$ cat src/hw/rtl/ccbc_pkg.sv
// ---------------------------------------------------------------------------
// ccbc_pkg
// Shared types and character codes for the comment blanker / bracket checker.
// ---------------------------------------------------------------------------
package ccbc_pkg;

  localparam int OUT_LINE_BITS = 20;
  localparam int QUEUE_DEPTH   = 4;

  localparam logic [7:0] CH_SLASH  = 8'h2F;
  localparam logic [7:0] CH_STAR   = 8'h2A;
  localparam logic [7:0] CH_NL     = 8'h0A;
  localparam logic [7:0] CH_DQUOTE = 8'h22;
  localparam logic [7:0] CH_SQUOTE = 8'h27;
  localparam logic [7:0] CH_BSLASH = 8'h5C;
  localparam logic [7:0] CH_LPAREN = 8'h28;
  localparam logic [7:0] CH_LBRACK = 8'h5B;
  localparam logic [7:0] CH_LBRACE = 8'h7B;
  localparam logic [7:0] CH_RPAREN = 8'h29;
  localparam logic [7:0] CH_RBRACK = 8'h5D;
  localparam logic [7:0] CH_RBRACE = 8'h7D;
  localparam logic [7:0] CH_SPACE  = 8'h20;

  localparam logic [1:0] KIND_PAREN = 2'd0;
  localparam logic [1:0] KIND_BRACK = 2'd1;
  localparam logic [1:0] KIND_BRACE = 2'd2;

  localparam logic [2:0] VERD_OK        = 3'd0;
  localparam logic [2:0] VERD_UNOPENED  = 3'd1;
  localparam logic [2:0] VERD_MISMATCH  = 3'd2;
  localparam logic [2:0] VERD_UNCLOSED  = 3'd3;
  localparam logic [2:0] VERD_OVERFLOW  = 3'd4;

  // One queue word: one or two scanned bytes from one input byte.
  typedef struct packed {
    logic       two;
    logic [7:0] c0;
    logic [7:0] c1;
    logic       last;
  } scan_word_t;

endpackage

$ cat src/hw/rtl/ccbc_ram.sv
// ---------------------------------------------------------------------------
// ccbc_ram
// Generic single-write, single-read RAM with registered read data.
// ---------------------------------------------------------------------------
module ccbc_ram #(
  parameter int WIDTH = 8,
  parameter int DEPTH = 16
) (
  input  logic                     clk,
  input  logic                     wr_en,
  input  logic [$clog2(DEPTH)-1:0] wr_addr,
  input  logic [WIDTH-1:0]         wr_data,
  input  logic [$clog2(DEPTH)-1:0] rd_addr,
  output logic [WIDTH-1:0]         rd_data
);

  logic [WIDTH-1:0] mem [DEPTH];

  always_ff @(posedge clk) begin
    if (wr_en) begin
      mem[wr_addr] <= wr_data;
    end
    rd_data <= mem[rd_addr];
  end

endmodule

$ cat src/hw/rtl/ccbc_fifo.sv
// ---------------------------------------------------------------------------
// ccbc_fifo
// Short register queue between the scanner and the bracket tracker.
// ---------------------------------------------------------------------------
module ccbc_fifo #(
  parameter int WIDTH = 8,
  parameter int DEPTH = 4
) (
  input  logic             clk,
  input  logic             rst_n,
  input  logic             push,
  input  logic [WIDTH-1:0] wr_data,
  output logic             full,
  input  logic             pop,
  output logic             empty,
  output logic [WIDTH-1:0] rd_data
);

  localparam int AW = $clog2(DEPTH);
  localparam int CW = $clog2(DEPTH + 1);

  logic [WIDTH-1:0] slot_r [DEPTH];
  logic [AW-1:0]    wptr_r, wptr_nxt;
  logic [AW-1:0]    rptr_r, rptr_nxt;
  logic [CW-1:0]    count_r, count_nxt;
  logic             do_push, do_pop;

  assign full    = (count_r == CW'(DEPTH));
  assign empty   = (count_r == '0);
  assign rd_data = slot_r[rptr_r];
  assign do_push = push && !full;
  assign do_pop  = pop && !empty;

  always_comb begin
    wptr_nxt  = do_push ? AW'((wptr_r + 1'b1) % DEPTH) : wptr_r;
    rptr_nxt  = do_pop  ? AW'((rptr_r + 1'b1) % DEPTH) : rptr_r;
    count_nxt = count_r;
    if (do_push && !do_pop) begin
      count_nxt = count_r + 1'b1;
    end else if (do_pop && !do_push) begin
      count_nxt = count_r - 1'b1;
    end
  end

  always_ff @(posedge clk) begin
    if (!rst_n) begin
      wptr_r  <= '0;
      rptr_r  <= '0;
      count_r <= '0;
    end else begin
      wptr_r  <= wptr_nxt;
      rptr_r  <= rptr_nxt;
      count_r <= count_nxt;
    end
  end

  always_ff @(posedge clk) begin
    if (do_push) begin
      slot_r[wptr_r] <= wr_data;
    end
  end

endmodule

$ cat src/hw/rtl/ccbc_scan.sv
// ---------------------------------------------------------------------------
// ccbc_scan
// Front end: classifies source bytes, blanks comments and literals, and
// holds a lone slash one byte. Emits one queue word per producing byte.
// ---------------------------------------------------------------------------
module ccbc_scan #(
  parameter int LINE_BITS = 20
) (
  input  logic                   clk,
  input  logic                   rst_n,
  input  logic [7:0]             in_char,
  input  logic                   in_last,
  input  logic                   in_push,
  output logic                   in_full,
  output logic                   q_push,
  output ccbc_pkg::scan_word_t   q_word,
  output logic [LINE_BITS-1:0]   q_line,
  input  logic                   q_full
);

  localparam logic [2:0] M_NORMAL     = 3'd0;
  localparam logic [2:0] M_LINE       = 3'd1;
  localparam logic [2:0] M_BLOCK      = 3'd2;
  localparam logic [2:0] M_BLOCK_STAR = 3'd3;
  localparam logic [2:0] M_QUOTE      = 3'd4;
  localparam logic [2:0] M_QUOTE_ESC  = 3'd5;

  logic [2:0]           mode_r, mode_nxt;
  logic                 slash_r, slash_nxt;
  logic                 single_r, single_nxt;
  logic [LINE_BITS-1:0] line_r, line_nxt;

  logic       accept;
  logic       is_nl, is_quote, nb_hold;
  logic [7:0] nb_char, quote_ch, keep_nl;
  logic [1:0] n;
  logic [7:0] c0, c1;

  assign in_full = q_full;
  assign accept  = in_push && !q_full;

  always_comb begin
    is_nl    = (in_char == ccbc_pkg::CH_NL);
    is_quote = (in_char == ccbc_pkg::CH_DQUOTE) || (in_char == ccbc_pkg::CH_SQUOTE);
    nb_hold  = (in_char == ccbc_pkg::CH_SLASH) && !in_last;
    nb_char  = is_quote ? ccbc_pkg::CH_SPACE : in_char;
    keep_nl  = is_nl ? ccbc_pkg::CH_NL : ccbc_pkg::CH_SPACE;
    quote_ch = single_r ? ccbc_pkg::CH_SQUOTE : ccbc_pkg::CH_DQUOTE;

    mode_nxt   = mode_r;
    slash_nxt  = slash_r;
    single_nxt = single_r;
    n          = 2'd0;
    c0         = ccbc_pkg::CH_SPACE;
    c1         = ccbc_pkg::CH_SPACE;

    case (mode_r)
      M_NORMAL: begin
        if (slash_r && in_char == ccbc_pkg::CH_SLASH) begin
          slash_nxt = 1'b0;
          mode_nxt  = M_LINE;
          n         = 2'd2;
        end else if (slash_r && in_char == ccbc_pkg::CH_STAR) begin
          slash_nxt = 1'b0;
          mode_nxt  = M_BLOCK;
          n         = 2'd2;
        end else begin
          slash_nxt = nb_hold;
          if (is_quote) begin
            mode_nxt   = M_QUOTE;
            single_nxt = (in_char == ccbc_pkg::CH_SQUOTE);
          end
          if (slash_r) begin
            c0 = ccbc_pkg::CH_SLASH;
            c1 = nb_char;
            n  = nb_hold ? 2'd1 : 2'd2;
          end else begin
            c0 = nb_char;
            n  = nb_hold ? 2'd0 : 2'd1;
          end
        end
      end
      M_LINE: begin
        n  = 2'd1;
        c0 = keep_nl;
        if (is_nl) begin
          mode_nxt = M_NORMAL;
        end
      end
      M_BLOCK, M_BLOCK_STAR: begin
        n  = 2'd1;
        c0 = keep_nl;
        if (is_nl) begin
          mode_nxt = M_BLOCK;
        end else if (mode_r == M_BLOCK_STAR && in_char == ccbc_pkg::CH_SLASH) begin
          mode_nxt = M_NORMAL;
        end else begin
          mode_nxt = (in_char == ccbc_pkg::CH_STAR) ? M_BLOCK_STAR : M_BLOCK;
        end
      end
      M_QUOTE: begin
        n  = 2'd1;
        c0 = keep_nl;
        if (in_char == quote_ch) begin
          mode_nxt = M_NORMAL;
        end else if (in_char == ccbc_pkg::CH_BSLASH) begin
          mode_nxt = M_QUOTE_ESC;
        end
      end
      default: begin
        n        = 2'd1;
        c0       = keep_nl;
        mode_nxt = M_QUOTE;
      end
    endcase

    if (in_last && n == 2'd0) begin
      n  = 2'd1;
      c0 = ccbc_pkg::CH_SPACE;
    end

    line_nxt = (is_nl && line_r != '1) ? line_r + 1'b1 : line_r;
    if (in_last) begin
      mode_nxt   = M_NORMAL;
      slash_nxt  = 1'b0;
      single_nxt = 1'b0;
      line_nxt   = LINE_BITS'(1);
    end
  end

  assign q_push      = accept && (n != 2'd0);
  assign q_word.two  = (n == 2'd2);
  assign q_word.c0   = c0;
  assign q_word.c1   = c1;
  assign q_word.last = in_last;
  assign q_line      = line_r;

  always_ff @(posedge clk) begin
    if (!rst_n) begin
      mode_r   <= M_NORMAL;
      slash_r  <= 1'b0;
      single_r <= 1'b0;
      line_r   <= LINE_BITS'(1);
    end else if (accept) begin
      mode_r   <= mode_nxt;
      slash_r  <= slash_nxt;
      single_r <= single_nxt;
      line_r   <= line_nxt;
    end
  end

endmodule

$ cat src/hw/rtl/ccbc_track.sv
// ---------------------------------------------------------------------------
// ccbc_track
// Back end: feeds scanned bytes out one per cycle while fed and popped, and
// checks bracket balance on a stack: top two in registers, the rest in RAM.
// ---------------------------------------------------------------------------
module ccbc_track #(
  parameter int STACK_DEPTH = 64,
  parameter int LINE_BITS   = 20
) (
  input  logic                                 clk,
  input  logic                                 rst_n,
  input  logic                                 q_valid,
  input  ccbc_pkg::scan_word_t                 q_word,
  input  logic [LINE_BITS-1:0]                 q_line,
  output logic                                 q_pop,
  output logic [7:0]                           out_char,
  output logic                                 out_last,
  output logic [2:0]                           verdict,
  output logic [ccbc_pkg::OUT_LINE_BITS-1:0]   error_line,
  output logic                                 out_empty,
  input  logic                                 out_pop
);

  localparam int AW = $clog2(STACK_DEPTH);
  localparam int FW = $clog2(STACK_DEPTH + 1);
  localparam int EW = 2 + LINE_BITS;
  localparam int XW = LINE_BITS + ccbc_pkg::OUT_LINE_BITS;

  logic                 sub_r, sub_nxt;
  logic [FW-1:0]        fill_r, fill_nxt, fill_a;
  logic [EW-1:0]        top_r, top_nxt;
  logic [EW-1:0]        under_r, under_nxt;
  logic [2:0]           err_r, err_nxt, err_a;
  logic [LINE_BITS-1:0] eln_r, eln_nxt, eln_a;

  logic                                out_valid_r;
  logic [7:0]                          char_r;
  logic                                last_r;
  logic [2:0]                          verd_r;
  logic [ccbc_pkg::OUT_LINE_BITS-1:0]  eline_r;

  logic                 advance, blast, is_open, is_close, do_push, do_pop;
  logic [7:0]           cur;
  logic [1:0]           kind;
  logic [2:0]           v;
  logic [LINE_BITS-1:0] ln;
  logic [XW-1:0]        ln_ext;
  logic [EW-1:0]        rd_data;
  logic [FW-1:0]        rd_idx;

  assign advance = q_valid && (!out_valid_r || out_pop);
  assign cur     = sub_r ? q_word.c1 : q_word.c0;
  assign blast   = q_word.last && (sub_r || !q_word.two);
  assign q_pop   = advance && (sub_r || !q_word.two);

  always_comb begin
    is_open  = 1'b0;
    is_close = 1'b0;
    kind     = ccbc_pkg::KIND_PAREN;
    case (cur)
      ccbc_pkg::CH_LPAREN: begin is_open  = 1'b1; kind = ccbc_pkg::KIND_PAREN; end
      ccbc_pkg::CH_LBRACK: begin is_open  = 1'b1; kind = ccbc_pkg::KIND_BRACK; end
      ccbc_pkg::CH_LBRACE: begin is_open  = 1'b1; kind = ccbc_pkg::KIND_BRACE; end
      ccbc_pkg::CH_RPAREN: begin is_close = 1'b1; kind = ccbc_pkg::KIND_PAREN; end
      ccbc_pkg::CH_RBRACK: begin is_close = 1'b1; kind = ccbc_pkg::KIND_BRACK; end
      ccbc_pkg::CH_RBRACE: begin is_close = 1'b1; kind = ccbc_pkg::KIND_BRACE; end
      default: begin
        is_open  = 1'b0;
        is_close = 1'b0;
      end
    endcase

    do_push = 1'b0;
    do_pop  = 1'b0;
    err_a   = err_r;
    eln_a   = eln_r;
    if (err_r == ccbc_pkg::VERD_OK) begin
      if (is_open) begin
        if (fill_r == FW'(STACK_DEPTH)) begin
          err_a = ccbc_pkg::VERD_OVERFLOW;
          eln_a = q_line;
        end else begin
          do_push = 1'b1;
        end
      end else if (is_close) begin
        if (fill_r == '0) begin
          err_a = ccbc_pkg::VERD_UNOPENED;
          eln_a = q_line;
        end else if (top_r[EW-1 -: 2] != kind) begin
          err_a = ccbc_pkg::VERD_MISMATCH;
          eln_a = q_line;
        end else begin
          do_pop = 1'b1;
        end
      end
    end

    fill_a    = fill_r;
    top_nxt   = top_r;
    under_nxt = under_r;
    if (do_push) begin
      fill_a    = fill_r + 1'b1;
      top_nxt   = {kind, q_line};
      under_nxt = top_r;
    end else if (do_pop) begin
      fill_a    = fill_r - 1'b1;
      top_nxt   = under_r;
      under_nxt = rd_data;
    end

    v  = err_a;
    ln = eln_a;
    if (v == ccbc_pkg::VERD_OK && fill_a != '0) begin
      v  = ccbc_pkg::VERD_UNCLOSED;
      ln = top_nxt[LINE_BITS-1:0];
    end
    if (v == ccbc_pkg::VERD_OK) begin
      ln = '0;
    end
    ln_ext = {{ccbc_pkg::OUT_LINE_BITS{1'b0}}, ln};

    sub_nxt  = sub_r;
    fill_nxt = fill_r;
    err_nxt  = err_r;
    eln_nxt  = eln_r;
    if (advance) begin
      sub_nxt = q_word.two && !sub_r;
      if (blast) begin
        fill_nxt = '0;
        err_nxt  = ccbc_pkg::VERD_OK;
        eln_nxt  = '0;
      end else begin
        fill_nxt = fill_a;
        err_nxt  = err_a;
        eln_nxt  = eln_a;
      end
    end
    rd_idx = fill_nxt - FW'(3);
  end

  ccbc_ram #(
    .WIDTH (EW),
    .DEPTH (1 << AW)
  ) u_stack (
    .clk     (clk),
    .wr_en   (advance && do_push),
    .wr_addr (fill_r[AW-1:0]),
    .wr_data ({kind, q_line}),
    .rd_addr (rd_idx[AW-1:0]),
    .rd_data (rd_data)
  );

  always_ff @(posedge clk) begin
    if (!rst_n) begin
      sub_r       <= 1'b0;
      fill_r      <= '0;
      err_r       <= ccbc_pkg::VERD_OK;
      eln_r       <= '0;
      out_valid_r <= 1'b0;
    end else begin
      sub_r  <= sub_nxt;
      fill_r <= fill_nxt;
      err_r  <= err_nxt;
      eln_r  <= eln_nxt;
      if (advance) begin
        out_valid_r <= 1'b1;
      end else if (out_pop) begin
        out_valid_r <= 1'b0;
      end
    end
  end

  always_ff @(posedge clk) begin
    if (advance) begin
      top_r   <= top_nxt;
      under_r <= under_nxt;
      char_r  <= cur;
      last_r  <= blast;
      verd_r  <= blast ? v : ccbc_pkg::VERD_OK;
      eline_r <= blast ? ln_ext[ccbc_pkg::OUT_LINE_BITS-1:0] : '0;
    end
  end

  assign out_char   = char_r;
  assign out_last   = last_r;
  assign verdict    = verd_r;
  assign error_line = eline_r;
  assign out_empty  = !out_valid_r;

endmodule

$ cat src/hw/rtl/comment_blank_bracket_check.sv
// ---------------------------------------------------------------------------
// comment_blank_bracket_check
// Blanks comments and quoted literals in C-like text and checks brackets.
// ---------------------------------------------------------------------------
// Takes one source byte per clock while full is low and returns the text
// with comments and literals turned into spaces (newlines kept), one byte
// per clock on the result side while pop is high; a slash pair yields two
// result words for its second byte and a held slash none for its first. The
// final result word (out_last) carries the bracket verdict and its one-based
// line. A byte reaches the result ports through the queue and the output
// register; the second byte of a pair follows once the first is popped. The
// stack update per byte keeps the two top entries in registers and the rest
// in a RAM read ahead, so one byte per clock goes out while words wait and
// pop is high. The four-word scanner-to-checker queue absorbs double words.
// ---------------------------------------------------------------------------
module comment_blank_bracket_check #(
  parameter int STACK_DEPTH = 64,
  parameter int LINE_BITS   = 20
) (
  input  logic                               clk,
  input  logic                               rst_n,
  input  logic [7:0]                         in_char,
  input  logic                               in_last,
  input  logic                               push,
  output logic                               full,
  output logic [7:0]                         out_char,
  output logic                               out_last,
  output logic [2:0]                         verdict,
  output logic [ccbc_pkg::OUT_LINE_BITS-1:0] error_line,
  output logic                               empty,
  input  logic                               pop
);

  localparam int SW = $bits(ccbc_pkg::scan_word_t);
  localparam int QW = SW + LINE_BITS;

  ccbc_pkg::scan_word_t  s_word, t_word;
  logic [LINE_BITS-1:0]  s_line, t_line;
  logic                  s_push, q_full, q_empty, q_pop;
  logic [QW-1:0]         q_rd;

  ccbc_scan #(
    .LINE_BITS (LINE_BITS)
  ) u_scan (
    .clk     (clk),
    .rst_n   (rst_n),
    .in_char (in_char),
    .in_last (in_last),
    .in_push (push),
    .in_full (full),
    .q_push  (s_push),
    .q_word  (s_word),
    .q_line  (s_line),
    .q_full  (q_full)
  );

  ccbc_fifo #(
    .WIDTH (QW),
    .DEPTH (ccbc_pkg::QUEUE_DEPTH)
  ) u_queue (
    .clk     (clk),
    .rst_n   (rst_n),
    .push    (s_push),
    .wr_data ({s_word, s_line}),
    .full    (q_full),
    .pop     (q_pop),
    .empty   (q_empty),
    .rd_data (q_rd)
  );

  assign t_word = q_rd[QW-1 -: SW];
  assign t_line = q_rd[LINE_BITS-1:0];

  ccbc_track #(
    .STACK_DEPTH (STACK_DEPTH),
    .LINE_BITS   (LINE_BITS)
  ) u_track (
    .clk        (clk),
    .rst_n      (rst_n),
    .q_valid    (!q_empty),
    .q_word     (t_word),
    .q_line     (t_line),
    .q_pop      (q_pop),
    .out_char   (out_char),
    .out_last   (out_last),
    .verdict    (verdict),
    .error_line (error_line),
    .out_empty  (empty),
    .out_pop    (pop)
  );

endmodule

$ cat config.mk
export PLATFORM = sky130hd
export DESIGN_NAME = comment_blank_bracket_check
export DESIGN_NICKNAME = d
export VERILOG_FILES = /design/src/hw/rtl/ccbc_pkg.sv /design/src/hw/rtl/ccbc_ram.sv /design/src/hw/rtl/ccbc_fifo.sv /design/src/hw/rtl/ccbc_scan.sv /design/src/hw/rtl/ccbc_track.sv /design/src/hw/rtl/comment_blank_bracket_check.sv
export SDC_FILE = /design/constraint.sdc
export NUM_CORES = 2
export LEC_CHECK = 0
export BUFFER_PORTS_ARGS = -buffer_cell sky130_fd_sc_hd__buf_2
export CORE_MARGIN = 2
export CORE_UTILIZATION = 55
export DETAILED_ROUTE_END_ITERATION = 16
export GPL_TIMING_DRIVEN = 1
export PLACE_DENSITY = 0.68
export SLEW_MARGIN = 10
export SYNTH_ARGS = -nofsm -noshare
export SYNTH_HDL_FRONTEND = slang
export SYNTH_SLANG_ARGS = --single-unit
$ cat constraint.sdc
create_clock -name clk -period 7.4 [get_ports clk]
set_input_delay 0 -clock clk [delete_from_list [all_inputs] [get_ports clk]]
set_output_delay 0 -clock clk [all_outputs]
set_load 0.005 [all_outputs]
==> summary.txt <==
Power and ir drop
  – Maximum VDD drop: 0.299 mV
  – Clock Power Share: 36.1%
  – Switching Fraction: 25.8%
  – Psw: 6.22 mW
  – Internal power: 17.9 mW
  – Pwr Density: 314 mW/mm^2
  – Sequential share of power: 50.8%
  – Leak: 25.0 nW
  – Combinational group share of total power: 13.2%

Synth
  – Share of Yosys cell area claimed by the top area cell type: 72.3%
  – Post-synth top area cell: edfxtp_1
  – FFs w/ async S/R, synth: 0%
  – Syn Nets: 3,646
  – Seq/Total Area, Yosys: 74.9%
  – Average cell area after synthesis: 18.8 um^2
  – Synth Instances: 3,622
  – FF+latch count, synth: 1,724
  – Synth Warn #: 0
  – Synth top area cells: edfxtp_1 (72%), mux4_2 (13%), dfxtp_1 (2.6%)
  – Netlist cell types: 75
  – Mapped Area: 0.0679 mm^2
  – Primary FF master, synth: edfxtp_1
  – EDFF count, synth: 1,636

Floorplan
  – I/O pins: 47
  – Num rows: 128
  – Initial Util: 55.6%
  – Core area: 0.122 mm^2
  – Die Y: 355 um
  – Die area: 0.126 mm^2
  – Die X: 355 um

Clocking
  – Clock Latency Late Sink: 0.80 ns
  – CTS resizes: 0
  – Root Driver: clkbuf_16
  – Postcts setup bufs: 0
  – Number of CTS-inserted buffers: 171
  – Longest Clk Path Bufs: 3
  – Clock Sinks: 1,724
  – TritonCTS clock tree: done
  – CTS H-tree lvls: 4
  – Clock Pin Slew Worst Setup and Hold Paths: 0.06 ns

Setup path
  – Worst Path Required: 8.04 ns
  – Worst Reg-to-Reg Cells: 15
  – Worst-path maximum fanout: 68
  – CP endpoint: u_track.u_stack.rd_data[6]$_DFF_P_
  – WS Path Type: reg -> reg
  – Crit path arrival time: 7.22 ns
  – Endpoint class of the critical path: flop
  – CP Launch Type: flop
  – RR Endpoint: u_track.u_stack.rd_data[6]$_DFF_P_
  – R2R Setup Slk: 0.81 ns

Route
  – Vias/cell: 6.41
  – Initial DRC count: 5,170
  – Residual DRC count: 0
  – Post-route ant nets: 0
  – Routed length per instance: 30.9 um
  – Final WL: 172 mm
  – Initial DRT Pass Iterations: 5
  – Routed vias: 35,800

Layout
  – Fill count: 8,422
  – Fin util: 62.7%
  – Diodes inserted: 0
  – Final nets: 3,825
  – Area of the multi-input gates: 0.0163 mm^2
  – Sequential cell area: 0.0509 mm^2
  – Area Overhead vs Synth: 12.8%
  – Share of post-route cells with drive strength above 1: 25.0%

GRT
  – GRT Total Usage: 27.5%
  – Number of global-route vias before repair: 35,400
  – Initial antenna violation count: 9
  – Largest net degree at the start of global routing: 82
  – GR Overflow Total: 0
  – First-pass GRT wire length: 248 mm

Timing
  – Final setup fails: 0
  – Final Skew: 0.0364 ns
  – Worst Tran Pin Value: 1.29 ns
  – Fin Setup TNS: 0 ns
  – Part of the cycle the worst path needs: 89.0%
  – Unrepaired setup endpoints after global routing: no
  – Fin crit period: 6.59 ns
  – Final hold violation count: 0
  – Maximum clock rate: 152 MHz
  – Slew Limit Fails: 0
  – Worst slew margin: 13.8%
  – Worst Slack Setup Final: 0.815 ns

Min path
  – Hold Path Class: in -> reg

Flow run
  – Max Cap Viol: 0

Place
  – DP Worst Slack: 0.893 ns
  – Post-DP HPWL: 98.1 mm
  – Port Buffers: 46
  – Final RePlAce weighted congestion: 0.851

Status
  – Outcome: completed
==> sequential cells by signal (all words and copies together), names as in the netlist, 3 cells and up, named ones only <==
register,cells
u_queue.count_r,3
u_queue.slot_r,152
u_scan.mode_r,3
u_scan.q_line,20
u_track.eln_r,20
u_track.err_r,3
u_track.error_line,20
u_track.fill_r,7
u_track.out_char,8
u_track.top_r,22
u_track.u_stack.mem,1408
u_track.u_stack.rd_data,22
u_track.under_r,22
u_track.verdict,3
==> layout by cell type, fill, tap and decap left out, types with 44 or more instances in the layout <==
cell type  netlist  routed
nor2_1         111      87
nand3_1        240     240
edfxtp_1      1636    1636
mux2i_1         44      44
mux2_2          44      44
buf_4           17     144
clkbuf_16        0     172
dfxtp_1         88      86
buf_2           23      46
o21ai_0        102     101
nand2_1        333     332
mux4_2         390     390
o211ai_1        44      44
==> cells by family (layout without fill, tap and decap cells) <==
logic type / Yosys count / after routing / share of synthesized area, %
flip-flops: 1724 / 1724 / 74.9
AND/OR/NAND/NOR: 905 / 905 / 6.27
multiplexers: 485 / 485 / 14.4
AO/OA/AOI/OAI: 240 / 240 / 2.18
buffers and inverters: 230 / 559 / 1.66
XOR/XNOR: 27 / 27 / 0.348
adder cells (fa/ha/maj): 11 / 11 / 0.214
==> power groups by stage <==
stage,sequential (mW),combinational [mW],clock (mW)
floorplan,12.3,1.76,0
global placement,12.4,3.08,0
detailed placement,12.4,3.16,0
CTS,12.2,3.17,8.78
global route,12.3,3.35,9.15
finish,12.2,3.17,8.68
==> critical path, cell delays in order (launching register included) <==
cell and delay (ns):
dfxtp_2 0.79, mux4_2 0.59, mux2_2 0.33, or4_4 0.56, or4_4 0.48, a21oi_4 0.18, buf_4 0.53, a32o_1 0.29
o21ai_0 0.13, nand2b_1 0.26, a21o_2 0.26, nand2_4 0.43, buf_12 0.43, mux2_2 0.40, o211ai_1 0.54, nand4_1 0.15
==> cell type report <==
type	count	share of cell area, %
Clock buffer	222	5.98
Tap cell	1625	2.65
Clock inverter	101	1.35
Sequential cell	1724	66.4
Inverter	17	0.0833
Multi-Input combinational cell	1668	21.3
Timing Repair Buffer	219	2.27
==> through the flow <==
step           hold slack (ns)  cell area, um^2  std cells  total power [mW]
6_report                 0.167            76600       5576              24.1
2_1_floorplan           0.0989            67900       3622              14.1
4_1_cts                  0.108            76600       5576              24.2
3_5_place_dp             0.320            70900       5238              15.6
5_1_grt                  0.171            76600       5576              24.8
3_3_place_gp             0.284            70900       5238              15.5
==> routing by layer <==
metal / track usage (%) / wire, um / up-vias / part of all wire, %
li1: - / - / 14900 / -
met1: 39.7 / 67400 / 18800 / 39
met2: 43.1 / 82400 / 1820 / 48
met3: 4.72 / 16100 / 274 / 9.4
met4: 9.80 / 6120 / 0 / 3.6
met5: 0 / 0 / - / 0
==> cell usage after synthesis, drive strengths merged, types with 17 or more instances <==
master,count
a21oi,46
and2,47
buf,72
clkbuf,141
dfxtp,88
edfxtp,1636
inv,17
mux2,51
mux2i,44
mux4,390
nand2,335
nand3,241
nand4,30
nor2,112
nor3,58
o211ai,45
o21ai,104
==> repair_timing <==
action / 4_1_cts / 5_1_grt
hold buffers: 15 / 0
hold endpoints to repair: 118 / 0
endpoints found under the setup margin: 0 / 0
==> how the worst min path moves through the flow <==
stage                           from  cells after the start                                to
after floorplan              in_last                      0   u_queue.slot_r[0][20]$_DFFE_PP_
after global placement           pop                      4  u_track.out_valid_r$_SDFFE_PN0P_
after detailed placement         pop                      4  u_track.out_valid_r$_SDFFE_PN0P_
after CTS                 in_char[7]                      3   u_queue.slot_r[2][28]$_DFFE_PP_
after global routing      in_char[7]                      3   u_queue.slot_r[2][28]$_DFFE_PP_
final                     in_char[7]                      3   u_queue.slot_r[1][36]$_DFFE_PP_
No activity file was read; power rests on OpenSTA's default activity.
